$ cat config.mk
export PLATFORM = sky130hd
export DESIGN_NAME = mfl_ctrl
export DESIGN_NICKNAME = d
export VERILOG_FILES = /design/src/rtl/core/mfl_pkg.sv /design/src/rtl/core/mfl_ctrl.sv
export SDC_FILE = /design/constraint.sdc
export NUM_CORES = 1
export LEC_CHECK = 0
export BUFFER_PORTS_ARGS = -buffer_cell sky130_fd_sc_hd__buf_4
export CORE_MARGIN = 10
export CORE_UTILIZATION = 55
export DETAILED_ROUTE_END_ITERATION = 8
export GPL_ROUTABILITY_DRIVEN = 0
export PLACE_DENSITY = 0.79
export REMOVE_ABC_BUFFERS = 1
export SYNTH_ARGS = -nofsm -noshare
export SYNTH_HDL_FRONTEND = slang
export SYNTH_SLANG_ARGS = --single-unit
$ cat constraint.sdc
create_clock -name clk -period 3.4 [get_ports clk]
set_input_delay 0.68 -clock clk [delete_from_list [all_inputs] [get_ports clk]]
set_output_delay 0.68 -clock clk [all_outputs]
set_load 0.02 [all_outputs]
$ cat src/rtl/core/mfl_pkg.sv
// ----------------------------------------------------------------------------
// mfl_pkg
// shared codes and control/status types for the free rectangle list block
// ----------------------------------------------------------------------------
`default_nettype none

package mfl_pkg;

  // reset size of the root rectangle, before truncation to the coordinate width
  localparam int ROOT_SIZE_RESET = 1024;

  typedef enum logic [1:0] {
    ACT_PLACE = 2'd0,
    ACT_READ  = 2'd1,
    ACT_CLEAR = 2'd2
  } action_t;

  typedef enum logic [1:0] {
    REG_ROOT_X      = 2'd0,
    REG_ROOT_Y      = 2'd1,
    REG_ROOT_WIDTH  = 2'd2,
    REG_ROOT_HEIGHT = 2'd3
  } cfg_reg_t;

  typedef enum logic [3:0] {
    ST_INIT,
    ST_IDLE,
    ST_DISPATCH,
    ST_SPL_CHK,
    ST_SPL_LD,
    ST_SPL_EV,
    ST_APP_CHK,
    ST_APP_WR,
    ST_PR_CHK,
    ST_PR_LDI,
    ST_PR_SCAN,
    ST_CP_CHK,
    ST_CP_WR,
    ST_RD_WAIT,
    ST_FIN
  } ctrl_state_t;

  typedef enum logic [4:0] {
    OP_NONE,
    OP_INIT,
    OP_ACCEPT,
    OP_SPL_RD,
    OP_SPL_END,
    OP_SPL_LD,
    OP_SPL_KEEP,
    OP_SPL_PIECE,
    OP_APP_RD,
    OP_APP_END,
    OP_APP_WR,
    OP_PR_RDI,
    OP_PR_END,
    OP_PR_LDI,
    OP_PR_SCAN,
    OP_PR_MARK,
    OP_CP_RD,
    OP_CP_END,
    OP_CP_WR,
    OP_RD_RD,
    OP_RD_CAP,
    OP_CLR,
    OP_FIN_OUT
  } dp_op_t;

  typedef struct packed {
    dp_op_t op;
  } dp_cmd_t;

  typedef struct packed {
    logic       i_ge_cnt;    // walk index reached the list count
    logic       i_ge_np;     // walk index reached the piece count
    logic       overlap;     // current entry overlaps the used rectangle
    logic       last_piece;  // piece step is on the right piece
    logic       scan_done;   // containment scan for one entry finished
    logic       out_free;    // result register can take a new beat
    logic [1:0] act;         // action of the item in work
  } dp_status_t;

endpackage

`default_nettype wire

$ cat src/rtl/core/mfl_ctrl.sv
// ----------------------------------------------------------------------------
// mfl_ctrl
// sequencer: walks split, append, prune and compact phases of a place item
// and steps read and clear items through to the response register
`default_nettype none

module mfl_ctrl (
  input  wire logic                clk,
  input  wire logic                rst,
  input  wire logic                req_valid,
  output logic                     req_ready,
  input  wire mfl_pkg::dp_status_t sts,
  output mfl_pkg::dp_cmd_t         cmd
);

  mfl_pkg::ctrl_state_t state, state_next;

  always_ff @(posedge clk) begin
    if (rst) begin
      state <= mfl_pkg::ST_INIT;
    end else begin
      state <= state_next;
    end
  end

  always_comb begin
    state_next = state;
    cmd.op     = mfl_pkg::OP_NONE;
    req_ready  = 1'b0;
    unique case (state)
      mfl_pkg::ST_INIT: begin
        cmd.op     = mfl_pkg::OP_INIT;
        state_next = mfl_pkg::ST_IDLE;
      end
      mfl_pkg::ST_IDLE: begin
        req_ready = 1'b1;
        if (req_valid) begin
          cmd.op     = mfl_pkg::OP_ACCEPT;
          state_next = mfl_pkg::ST_DISPATCH;
        end
      end
      mfl_pkg::ST_DISPATCH: begin
        unique case (sts.act)
          mfl_pkg::ACT_PLACE: state_next = mfl_pkg::ST_SPL_CHK;
          mfl_pkg::ACT_READ: begin
            cmd.op     = mfl_pkg::OP_RD_RD;
            state_next = mfl_pkg::ST_RD_WAIT;
          end
          mfl_pkg::ACT_CLEAR: begin
            cmd.op     = mfl_pkg::OP_CLR;
            state_next = mfl_pkg::ST_FIN;
          end
          default: state_next = mfl_pkg::ST_FIN;
        endcase
      end
      mfl_pkg::ST_SPL_CHK: begin
        if (sts.i_ge_cnt) begin
          cmd.op     = mfl_pkg::OP_SPL_END;
          state_next = mfl_pkg::ST_APP_CHK;
        end else begin
          cmd.op     = mfl_pkg::OP_SPL_RD;
          state_next = mfl_pkg::ST_SPL_LD;
        end
      end
      mfl_pkg::ST_SPL_LD: begin
        cmd.op     = mfl_pkg::OP_SPL_LD;
        state_next = mfl_pkg::ST_SPL_EV;
      end
      mfl_pkg::ST_SPL_EV: begin
        if (!sts.overlap) begin
          cmd.op     = mfl_pkg::OP_SPL_KEEP;
          state_next = mfl_pkg::ST_SPL_CHK;
        end else begin
          cmd.op = mfl_pkg::OP_SPL_PIECE;
          if (sts.last_piece) state_next = mfl_pkg::ST_SPL_CHK;
        end
      end
      mfl_pkg::ST_APP_CHK: begin
        if (sts.i_ge_np) begin
          cmd.op     = mfl_pkg::OP_APP_END;
          state_next = mfl_pkg::ST_PR_CHK;
        end else begin
          cmd.op     = mfl_pkg::OP_APP_RD;
          state_next = mfl_pkg::ST_APP_WR;
        end
      end
      mfl_pkg::ST_APP_WR: begin
        cmd.op     = mfl_pkg::OP_APP_WR;
        state_next = mfl_pkg::ST_APP_CHK;
      end
      mfl_pkg::ST_PR_CHK: begin
        if (sts.i_ge_cnt) begin
          cmd.op     = mfl_pkg::OP_PR_END;
          state_next = mfl_pkg::ST_CP_CHK;
        end else begin
          cmd.op     = mfl_pkg::OP_PR_RDI;
          state_next = mfl_pkg::ST_PR_LDI;
        end
      end
      mfl_pkg::ST_PR_LDI: begin
        cmd.op     = mfl_pkg::OP_PR_LDI;
        state_next = mfl_pkg::ST_PR_SCAN;
      end
      mfl_pkg::ST_PR_SCAN: begin
        if (sts.scan_done) begin
          cmd.op     = mfl_pkg::OP_PR_MARK;
          state_next = mfl_pkg::ST_PR_CHK;
        end else begin
          cmd.op = mfl_pkg::OP_PR_SCAN;
        end
      end
      mfl_pkg::ST_CP_CHK: begin
        if (sts.i_ge_cnt) begin
          cmd.op     = mfl_pkg::OP_CP_END;
          state_next = mfl_pkg::ST_FIN;
        end else begin
          cmd.op     = mfl_pkg::OP_CP_RD;
          state_next = mfl_pkg::ST_CP_WR;
        end
      end
      mfl_pkg::ST_CP_WR: begin
        cmd.op     = mfl_pkg::OP_CP_WR;
        state_next = mfl_pkg::ST_CP_CHK;
      end
      mfl_pkg::ST_RD_WAIT: begin
        cmd.op     = mfl_pkg::OP_RD_CAP;
        state_next = mfl_pkg::ST_FIN;
      end
      mfl_pkg::ST_FIN: begin
        if (sts.out_free) begin
          cmd.op     = mfl_pkg::OP_FIN_OUT;
          state_next = mfl_pkg::ST_IDLE;
        end
      end
      default: state_next = mfl_pkg::ST_INIT;
    endcase
  end

endmodule

`default_nettype wire

# Word level (Yosys, flattened, before mapping)
# Cells that the tools add are included.
# classes
n_eq_ne,20
muxes,22
n_reduce_logical,3
# ops
operator,count
$pmux W5 S15,1
$pmux W4 S15,1
$eq A4 B4 Y1 const B,7
$mux W4,6
$eq A4 B3 Y1 const B,4
$pmux W5 S2,1
$eq A4 B2 Y1 const B,2
$mux W2,4
$pmux W4 S2,1
$mux W3,2
$ne A2 B2 Y1 const B,3
$mux W1,5
$mux W5,1
$eq A4 B1 Y1 const B,1
$logic_not A4 Y1,1
$reduce_and A4 Y1,1
$ne A3 B3 Y1 const B,1
$eq A2 B1 Y1 const B,1
$eq A2 B2 Y1 const B,1
$logic_not A2 Y1,1
# totals
regBits,4
in_bits,11
output_inout_bits,6
word_cells,46

# Longest topological paths before layout
# Gate-level depths: netlist (run 1).
# depth
depth_word,3
ltp_mapped,6
ltp_nobuf,6

# Worst setup path after synthesis (run 1)
# Ideal clock, no wire load.
# synth_path
path_type,input-to-output
from,input port sts[1] in the netlist's numbering
to,output port cmd[4] in the netlist's numbering
arrival_ps,1760
t_required_ps,2720
slack_ps,960
stages,5
path_buffers,0
path_cell_list,inv_1 -> ha_1 -> inv_1 -> o31a_1 -> o21ai_0
# synth_rtl
item,line,text
"start, declared",mfl_ctrl.sv:12,"input wire mfl_pkg::dp_status_t sts,"
"end, declared",mfl_ctrl.sv:13,output mfl_pkg::dp_cmd_t cmd

==> qor.txt, run 1 <==
Initial antenna violation count -> 0
Clk sink count -> 4
Clock Pin Slew Worst Setup and Hold Paths -> 40 ps
Sequential Area -> 80.1 um2
Post-CTS sizing -> 0
FF-to-FF Start -> state[2]$_SDFFE_PP0P_
Vias in the first global route -> 682
Largest Register -> state
Mapped Avg Cell Area -> 7.26 um2
Fillers -> 121
Logic pwr share -> 0.657
Clock skew -> 6.85 ps
Area Overhead vs Synth -> 12.7%
Number of flops mapped to enable cells by yosys -> 0
RSZ-0062 raised after global routing -> no
Main synth FF type -> dfxtp_1
Status -> complete, no violations
Max reg flops -> 4
Core area -> 0.00128 mm2
Hold buffer count at CTS -> 0
Fin crit share -> 0.822
Synth cell count leaders -> a21oi_1, o21ai_0, nand2_1
First-pass GRT wire length -> 3.24 mm
Die area -> 0.00321 mm2
Register area share after synthesis -> 0.108
Multi-input logic area -> 567 um2
Number of setup buffers added after CTS -> 0
Drt via density -> 6.36
Rows -> 13
First-pass iteration count of the detailed router -> 4
Yosys top cell area share -> 0.108
Number of cells on the worst reg-to-reg path -> 4
Largest net degree at the start of global routing -> 29
Top Registers -> state x4
Grt ovf -> 0
Min Hold Slack -> 625 ps
Total power -> 0.677 mW
Critical R2R Capture -> state[1]$_SDFFE_PP0P_
CP max stage delay -> 870 ps
First DRT Iteration DRCs -> 40
Die Y -> 56.7 um
VDD IR max -> 0.490 mV
DR WL/cell -> 15.5 um
Switching Power -> 0.356 mW
Clock network fraction of design power -> 0.089
Synth Instances -> 102
F_max -> 0.358 GHz
H-tree levels -> 1
I/O pin cnt -> 17
Most instantiated library cell after synthesis -> a21oi_1
P per Cell Area -> 811 mW/mm2
Starting Density -> 0.576
Layout cells sized above 1 -> 0.241
Antenna Cells -> 0
Critical Path Sink Type -> primary output
CTS tree -> done
TritonCTS Buffers -> 3
Max-slew headroom -> 0.425
Worst Setup EP -> cmd[0]
P_leak -> 0.344 nW
Setup_tns -> 0 ps
Final net count -> 129
Placed cell area -> 812 um2
Chip Width -> 56.7 um
Critical Path RT -> 2720 ps
Yosys cell types -> 44
Synth area leader -> dfxtp_1
Ys async rst share -> 0
CP Launch Type -> register
Max Slew Vio Count -> 0
Worst Max-Slew Pin Slew -> 861 ps
Via count of the routed design -> 808
Min cycle time layout -> 2790 ps
CP Max Fanout -> 28
DRC errors left -> 0
Post-DP HPWL -> 1.41 mm
Post-Route WL -> 1.97 mm
Antenna Violating Nets Remaining -> 0
Slowest CP cell -> dfxtp_1
Yosys warning count -> 0
Setup violators final -> 0
Type of the tightest min-delay check -> in -> reg
#FFs+latches synth -> 4
CP Class -> reg -> out
Clk root buf -> clkbuf_4
Max Cap Viol -> 0
Crit-path cells -> and4bb_2 -> a31o_2 -> a221oi_2 -> o21ai_0 -> buf_4
Skew-Pair Late Insertion Delay -> 240 ps
PortBufs -> 16
Fin. Hold Viols -> 0
Final core occ -> 0.649
Worst EP arrival -> 2110 ps
Max Buffers Root-to-Sink -> 2
Sw frac -> 0.526
Worst R2R Setup Slack -> 1630 ps
CP startpoint -> state[3]$_SDFFE_PP0P_
Area contributors post-synth -> dfxtp_1, a21oi_1, ha_1
Fin area -> 835 um2
Reg power frac -> 0.254
Post-Syn Area -> 741 um2
Total track usage -> 0.121
Int Power -> 0.321 mW
## layer usage
| layer | global-route usage | vias to the layer above | wire, um | share of wire |
|---|---|---|---|---|
| li1 | - | 398 | - | - |
| met1 | 0.148 | 364 | 844 | 0.43 |
| met2 | 0.179 | 42 | 900 | 0.46 |
| met3 | 0.0472 | 4 | 200 | 0.10 |
| met4 | 0.0515 | 0 | 21 | 0.011 |
| met5 | 0 | - | 0 | 0 |
## critical path, delay by kind of cell, from the launching register on
family,cells,cell delay (ps)
flops,1,870
compound gates,3,500
simple gates,1,310
buf+inv,1,190
## cells by family (layout without fill, tap and decap cells)
group                    count (synthesis)  in the layout  share of synthesized area
adder cells (fa/ha/maj)                  4              4                     0.0676
AO/OA/AOI/OAI                           41             41                      0.387
buffers and inverters                   16             26                      0.127
AND/OR/NAND/NOR                         35             35                      0.284
flip-flops                               4              4                      0.108
multiplexers                             2              2                     0.0270
## layout by cell type (no fill, tap or decap), drive strengths merged, types with 2 or more instances in the layout
cell type  netlist  layout
buf              7      16
a21oi           11      11
o21ai           10      10
nand2            7       7
inv              6       6
nand2b           4       4
nor2b            4       4
nor2             4       4
ha               4       4
dfxtp            4       4
a21o             3       3
nand3            3       3
clkbuf           2       3
o221ai           3       3
nor3             2       2
o2bb2ai          2       2
a31o             2       2
mux2i            2       2
a221oi           2       2
## through the flow
| step | instances | worst slack [ps] |
|---|---|---|
| 2_1_floorplan | 93 | 960 |
| 3_3_place_gp | 124 | 893 |
| 3_5_place_dp | 124 | 853 |
| 4_1_cts | 127 | 631 |
| 5_1_grt | 127 | 471 |
| 6_report | 127 | 607 |
## layout make-up
| cell class | count | share of cell area |
|---|---|---|
| inverter | 7 | 0.0315 |
| clock buffer | 3 | 0.0270 |
| multi-input combinational | 82 | 0.679 |
| tap | 15 | 0.0225 |
| sequential | 4 | 0.0960 |
| timing repair buffer | 16 | 0.144 |
## power by group through the flow
stage / Combinational (mW) / Sequential [mW] / Clock [mW]
after floorplan: 0.320 / 0.140 / 0
after global placement: 0.436 / 0.168 / 0
after detailed placement: 0.443 / 0.169 / 0
after CTS: 0.446 / 0.168 / 0.0626
after global routing: 0.486 / 0.183 / 0.0675
final: 0.445 / 0.172 / 0.0604
## worst min-delay path by stage
stage | from | to | slack (ps) | depth (start not counted)
after floorplan | state[0]$_SDFFE_PP0P_ | state[0]$_SDFFE_PP0P_ | 600 | 2
after global placement | state[0]$_SDFFE_PP0P_ | state[0]$_SDFFE_PP0P_ | 700 | 2
after detailed placement | state[0]$_SDFFE_PP0P_ | state[0]$_SDFFE_PP0P_ | 700 | 2
after CTS | rst | state[0]$_SDFFE_PP0P_ | 620 | 2
after global routing | rst | state[0]$_SDFFE_PP0P_ | 610 | 2
final | rst | state[0]$_SDFFE_PP0P_ | 630 | 2
Power figures use the tool's default switching activity.
==> run 2, diff against run 1 <==
Settings changed: CORE_UTILIZATION 55 to 52, PLACE_DENSITY 0.79 to 0.75.
Clock period 3.4 ns to 2.6 ns, I/O delays scaled along.
==> run 2 against run 1 <==
Against the previous run: critical path depth grew 1; sequential share of layout area shrank 0.57 points; design area grew 6.3%; worst hold slack lost 160 ps; global-route usage grew 0.39 points; clock power grew 28%; core utilization grew 2.4 points; cell count grew 5.5%; total power grew 42%; critical endpoint unchanged; largest cell class unchanged; largest power group unchanged.
==> qor.txt, run 2 (synthesized netlist as in run 1, its figures left out) <==
Worst R2R Setup Slack -> 860 ps (-770 ps)
Drt via density -> 6.28 (-1.4%)
Clk sink count -> 4 (unchanged)
I/O pin cnt -> 17 (unchanged)
Largest Register -> state
FF-to-FF Start -> state[2]$_SDFFE_PP0P_
Max Slew Vio Count -> 0 (unchanged)
P per Cell Area -> 1080 mW/mm2 (+33%)
F_max -> 0.414 GHz
Via count of the routed design -> 841 (+4.1%)
Max Buffers Root-to-Sink -> 2 (unchanged)
Min cycle time layout -> 2420 ps
DRC errors left -> 0 (unchanged)
Status -> complete, no violations
Fin. Hold Viols -> 0 (unchanged)
Worst EP arrival -> 1900 ps (-210 ps)
Worst Setup EP -> cmd[0]
Die Y -> 57.7 um (+1.8%)
Largest net degree at the start of global routing -> 20 (-31%)
Most common cell after layout, fill and taps aside -> buf_4
CP startpoint -> state[1]$_SDFFE_PP0P_
Grt ovf -> 0 (unchanged)
DR WL/cell -> 15.8 um (+2.3%)
Chip Width -> 57.7 um (+1.8%)
CP Class -> reg -> out
Fillers -> 122 (+0.83%)
Initial antenna violation count -> 0 (unchanged)
Clock Pin Slew Worst Setup and Hold Paths -> 40 ps (about the same)
Most frequent cells in the layout -> buf_4, a21oi_1, o21ai_0
Final net count -> 136 (+5.4%)
Worst Max-Slew Pin Slew -> 579 ps (-282 ps)
P_leak -> 0.380 nW (+10%)
CTS tree -> done
CP Launch Type -> register
H-tree levels -> 1 (unchanged)
Skew-Pair Late Insertion Delay -> 240 ps (about the same)
Core area -> 0.00132 mm2 (+2.5%)
Post-DP HPWL -> 1.62 mm (+14%)
Area Overhead vs Synth -> 19.8%
Critical Path RT -> 2080 ps (-640 ps)
Top Registers -> state x4
Max reg flops -> 4 (unchanged)
PortBufs -> 16 (unchanged)
TritonCTS Buffers -> 3 (unchanged)
Sequential Area -> 80.1 um2 (unchanged)
RSZ-0062 raised after global routing -> no
Fin area -> 887 um2 (+6.3%)
Min Hold Slack -> 466 ps (-159 ps)
Critical R2R Capture -> state[2]$_SDFFE_PP0P_
Rows -> 13 (unchanged)
First-pass iteration count of the detailed router -> 4 (unchanged)
Vias in the first global route -> 781 (+15%)
Total track usage -> 0.124 (+0.00387)
Placed cell area -> 865 um2 (+6.5%)
Type of the tightest min-delay check -> in -> reg
Hold buffer count at CTS -> 0 (unchanged)
Max-slew headroom -> 0.614 (+0.188)
Post-Route WL -> 2.12 mm (+7.9%)
Die area -> 0.00333 mm2 (+3.7%)
Number of cells on the worst reg-to-reg path -> 5 (+1)
First-pass GRT wire length -> 3.53 mm (+8.9%)
VDD IR max -> 0.488 mV (-0.47%)
CP Max Fanout -> 17 (-39%)
Layout cells sized above 1 -> 0.286 (+0.0446)
Antenna Cells -> 0 (unchanged)
Setup_tns -> 0 ps (unchanged)
Post-CTS sizing -> 0 (unchanged)
Multi-input logic area -> 567 um2 (unchanged)
Number of setup buffers added after CTS -> 0 (unchanged)
Clk root buf -> clkbuf_4
Clock skew -> 2.56 ps (-4.30 ps)
Critical Path Sink Type -> primary output
Starting Density -> 0.562 (-0.0142)
Antenna Violating Nets Remaining -> 0 (unchanged)
Max Cap Viol -> 0 (unchanged)
First DRT Iteration DRCs -> 66 (+65%)
Fin crit share -> 0.929
Setup violators final -> 0 (unchanged)
## run 2: per-stage QoR
step	std cells	utilization	setup WS (ps)	total power, mW
6_report	134	0.673	185	0.959
3_5_place_dp	131	0.656	387	0.871
2_1_floorplan	93	-	449	0.601
4_1_cts	134	0.673	199	0.954
5_1_grt	134	0.673	62.7	1.03
3_3_place_gp	131	0.656	421	0.862
## run 2: per-layer routing
layer,vias to the layer above,part of all wire,global-route usage,wire length (um)
met1,361,0.43,0.157,922
met5,-,0,0,0
met4,0,0.018,0.0570,38
met2,57,0.44,0.192,934
li1,416,-,-,-
met3,7,0.11,0.0305,227
## run 2: how the worst min path moves through the flow
stage                     cells past startpoint  slack (ps)                  start               endpoint
after global routing                          2         460                    rst  state[0]$_SDFFE_PP0P_
final                                         2         470                    rst  state[3]$_SDFFE_PP0P_
after global placement                        2         560  state[0]$_SDFFE_PP0P_  state[0]$_SDFFE_PP0P_
after CTS                                     2         460                    rst  state[0]$_SDFFE_PP0P_
after floorplan                               1         590                    rst  state[0]$_SDFFE_PP0P_
after detailed placement                      2         550  state[0]$_SDFFE_PP0P_  state[0]$_SDFFE_PP0P_
## run 2: where the power goes
| group | switching (mW) | internal, mW | leakage (nW) |
|---|---|---|---|
| sequential | 0.0813 | 0.0866 | 0.0330 |
| clock | 0.0257 | 0.0517 | 0.0138 |
| combinational | 0.380 | 0.334 | 0.333 |
## run 2: layout make-up
class / count / share of cell area
multi-input combinational: 82 / 0.639
timing repair buffer: 23 / 0.195
sequential: 4 / 0.0903
inverter: 7 / 0.0296
clock buffer: 3 / 0.0254
tap: 15 / 0.0212
## run 2: worst max-delay path, cell delays in order (launching register included)
cell	delay [ps]
dfxtp_1	480
buf_4	250
and2b_1	200
a31o_2	270
a221oi_2	170
o21ai_0	110
buf_4	180
==> run 3, diff against run 2 <==
Settings changed: ABC_AREA set to 1, CORE_AREA set to 10 10 47 49, CORE_MARGIN 10 to unset, CORE_UTILIZATION 52 to unset, DIE_AREA set to 0 0 57 59, PLACE_DENSITY 0.75 to 0.71.
==> run 3 against run 2 <==
Against the previous run: critical path depth rose by 1; total power fell by 16%; synthesized cell count increased by 17%; die area grew 0.87%; non-clock buffer count fell by 7; clock power shrank 4.8%; maximum frequency up 15%; core utilization decreased by 11 points.
==> qor.txt, run 3 <==
Simple-gate portion of the synthesized area -> 0.503 (+0.219)
Clk root buf -> clkbuf_4
VDD IR max -> 0.577 mV (+18%)
Core area -> 0.00140 mm2 (+6.4%)
Synth area leader -> nand2_1
Yosys warning count -> 0 (unchanged)
CTS tree -> done
Post-DP HPWL -> 1.58 mm (-2.6%)
Largest net degree at the start of global routing -> 9 (-55%)
Via count of the routed design -> 797 (-5.2%)
Area contributors post-synth -> nand2_1, dfxtp_1, nor2_1
CP Class -> reg -> out
Critical R2R Capture -> state[0]$_SDFFE_PP0P_
Synth Area in Adders -> 0.0789 (+0.0113)
P_leak -> 0.462 nW (+21%)
CP startpoint -> state[0]$_SDFFE_PP0P_
Clock skew -> 0.165 ps (-2.39 ps)
Die area -> 0.00336 mm2 (+0.87%)
Number of cells on the worst reg-to-reg path -> 8 (+3)
TritonCTS Buffers -> 3 (unchanged)
WHS Path Cells -> 2 (unchanged)
Worst Setup Slack, final -> 499 ps (+314 ps)
Post-CTS sizing -> 0 (unchanged)
Setup_tns -> 0 ps (unchanged)
Most instantiated library cell after synthesis -> nand2_1
Max Cap Viol -> 0 (unchanged)
P per Cell Area -> 1020 mW/mm2 (-5.6%)
Main synth FF type -> dfxtp_1
Synth Instances -> 119 (+17%)
Max-slew headroom -> 0.781 (+0.167)
Starting Density -> 0.453 (-0.110)
Cell count after placement -> 150 (+15%)
Hold path start -> rst
Yosys top cell area share -> 0.219 (+0.111)
Area Overhead vs Synth -> 23.9%
XOR/XNOR Fraction of Synth Area -> 0 (unchanged)
Max Slew Vio Count -> 0 (unchanged)
First-pass GRT wire length -> 2.90 mm (-18%)
Number of setup buffers added after CTS -> 0 (unchanged)
First-pass iteration count of the detailed router -> 4 (unchanged)
Worst R2R Setup Slack -> 1230 ps (+370 ps)
Skew-Pair Late Insertion Delay -> 230 ps (about the same)
Grt ovf -> 0 (unchanged)
Type of the tightest min-delay check -> in -> reg
Post-Syn Area -> 634 um2 (-14%)
Post-Route WL -> 1.80 mm (-15%)
CP Launch Type -> register
Clock Pin Slew Worst Setup and Hold Paths -> 40 ps (about the same)
Final net count -> 154 (+13%)
Worst EP arrival -> 1580 ps (-320 ps)
Placed cell area -> 763 um2 (-12%)
Fin area -> 786 um2 (-11%)
First DRT Iteration DRCs -> 37 (-44%)
F_max -> 0.476 GHz (+15%)
Hold buffer count at CTS -> 0 (unchanged)
DR WL/cell -> 11.8 um (-26%)
Antenna Cells -> 0 (unchanged)
Vias in the first global route -> 693 (-11%)
Layout cells sized above 1 -> 0.226 (-0.0594)
Synth cell count leaders -> nand2_1, nor2_1, inv_1
Worst Max-Slew Pin Slew -> 327 ps (-252 ps)
Fin. Hold Viols -> 0 (unchanged)
Critical Path RT -> 2080 ps (about the same)
Pre-CTS setup slack -> 683 ps (+295 ps)
DRC errors left -> 0 (unchanged)
Largest Register -> state
Clk sink count -> 4 (unchanged)
Max reg flops -> 4 (unchanged)
Rows -> 14 (+1)
Number of flops mapped to enable cells by yosys -> 0 (unchanged)
#FFs+latches synth -> 4 (unchanged)
Min cycle time layout -> 2100 ps (-314 ps)
PortBufs -> 16 (unchanged)
Total track usage -> 0.103 (-0.0218)
Post-route insts no fill -> 153 (+14%)
Most common cell after layout, fill and taps aside -> nand2_1
FF-to-FF Start -> state[0]$_SDFFE_PP0P_
Synth Area in Compound Gates -> 0.150 (-0.237)
Status -> complete, no violations
Register area share after synthesis -> 0.126 (+0.0181)
Top Registers -> state x4
CP Max Fanout -> 8 (-9)
Antenna Violating Nets Remaining -> 0 (unchanged)
Most frequent cells in the layout -> nand2_1, nor2_1, inv_1
RSZ-0062 raised after global routing -> no
Ys async rst share -> 0 (unchanged)
Die Y -> 59 um (+2.2%)
Mapped Avg Cell Area -> 5.33 um2 (-27%)
Mux share of post-synthesis cell area -> 0 (-0.0270)
Drt via density -> 5.21 (-17%)
I/O pin cnt -> 17 (unchanged)
Min Hold Slack -> 476 ps (+9.49 ps)
Initial antenna violation count -> 0 (unchanged)
Fin crit share -> 0.808 (-0.121)
H-tree levels -> 1 (unchanged)
Chip Width -> 57 um (-1.3%)
Yosys cell types -> 21 (-52%)
Worst Setup EP -> cmd[1]
Setup violators final -> 0 (unchanged)
Critical Path Sink Type -> primary output
Max Buffers Root-to-Sink -> 2 (unchanged)
Largest family of logic cells by synthesized area -> simple AND/OR/NAND/NOR gates
-- run 3: critical path: stages, from the launching register on --
cell	delay [ps]
dfxtp_1	480
nor2_1	170
nand2_1	120
nand2_1	70
nand2_1	100
o2111a_1	190
nand2_1	60
buf_4	160
-- run 3: logic make-up (layout without fill, tap and decap cells) --
logic type,Yosys count,in the layout
AND/OR/NAND/NOR,73,73
buffers and inverters,22,40
AO/OA/AOI/OAI,16,16
adder cells (fa/ha/maj),4,4
flip-flops,4,4
-- run 3: how the worst min path moves through the flow --
stage	endpoint	slack [ps]
after floorplan	state[2]$_SDFFE_PP0P_	480
after global placement	state[2]$_SDFFE_PP0P_	520
after detailed placement	state[2]$_SDFFE_PP0P_	530
after CTS	state[0]$_SDFFE_PP0P_	470
after global routing	state[0]$_SDFFE_PP0P_	470
final	state[0]$_SDFFE_PP0P_	480
-- run 3: cell type report --
type                    instances  area [um2]
fillers                       144         616
multi-input cells              93         464
repair buffers                 16         120
flip-flops and latches          4        80.1
inverters                      21        78.8
clock buffers                   3        22.5
well taps                      16        20.0
-- run 3: per-stage QoR --
step / util / total power, mW
after floorplan: - / 0.528
after global placement: 0.545 / 0.733
after detailed placement: 0.545 / 0.721
after CTS: 0.561 / 0.800
after global routing: 0.561 / 0.877
final: 0.561 / 0.802
-- run 3: where the power goes --
group	total, mW	switching, mW	internal (mW)
Combinational	0.596	0.376	0.220
Sequential	0.132	0.0441	0.0878
Clock	0.0737	0.0223	0.0514
-- run 3: routing by layer --
layer / share of wire / GRT usage / routed length (um) / up-vias
met5: 0 / 0 / 0 / -
met2: 0.49 / 0.178 / 876 / 44
met4: 0 / 0.0302 / 0 / 0
li1: - / - / - / 414
met1: 0.41 / 0.114 / 735 / 339
met3: 0.11 / 0.0365 / 190 / 0
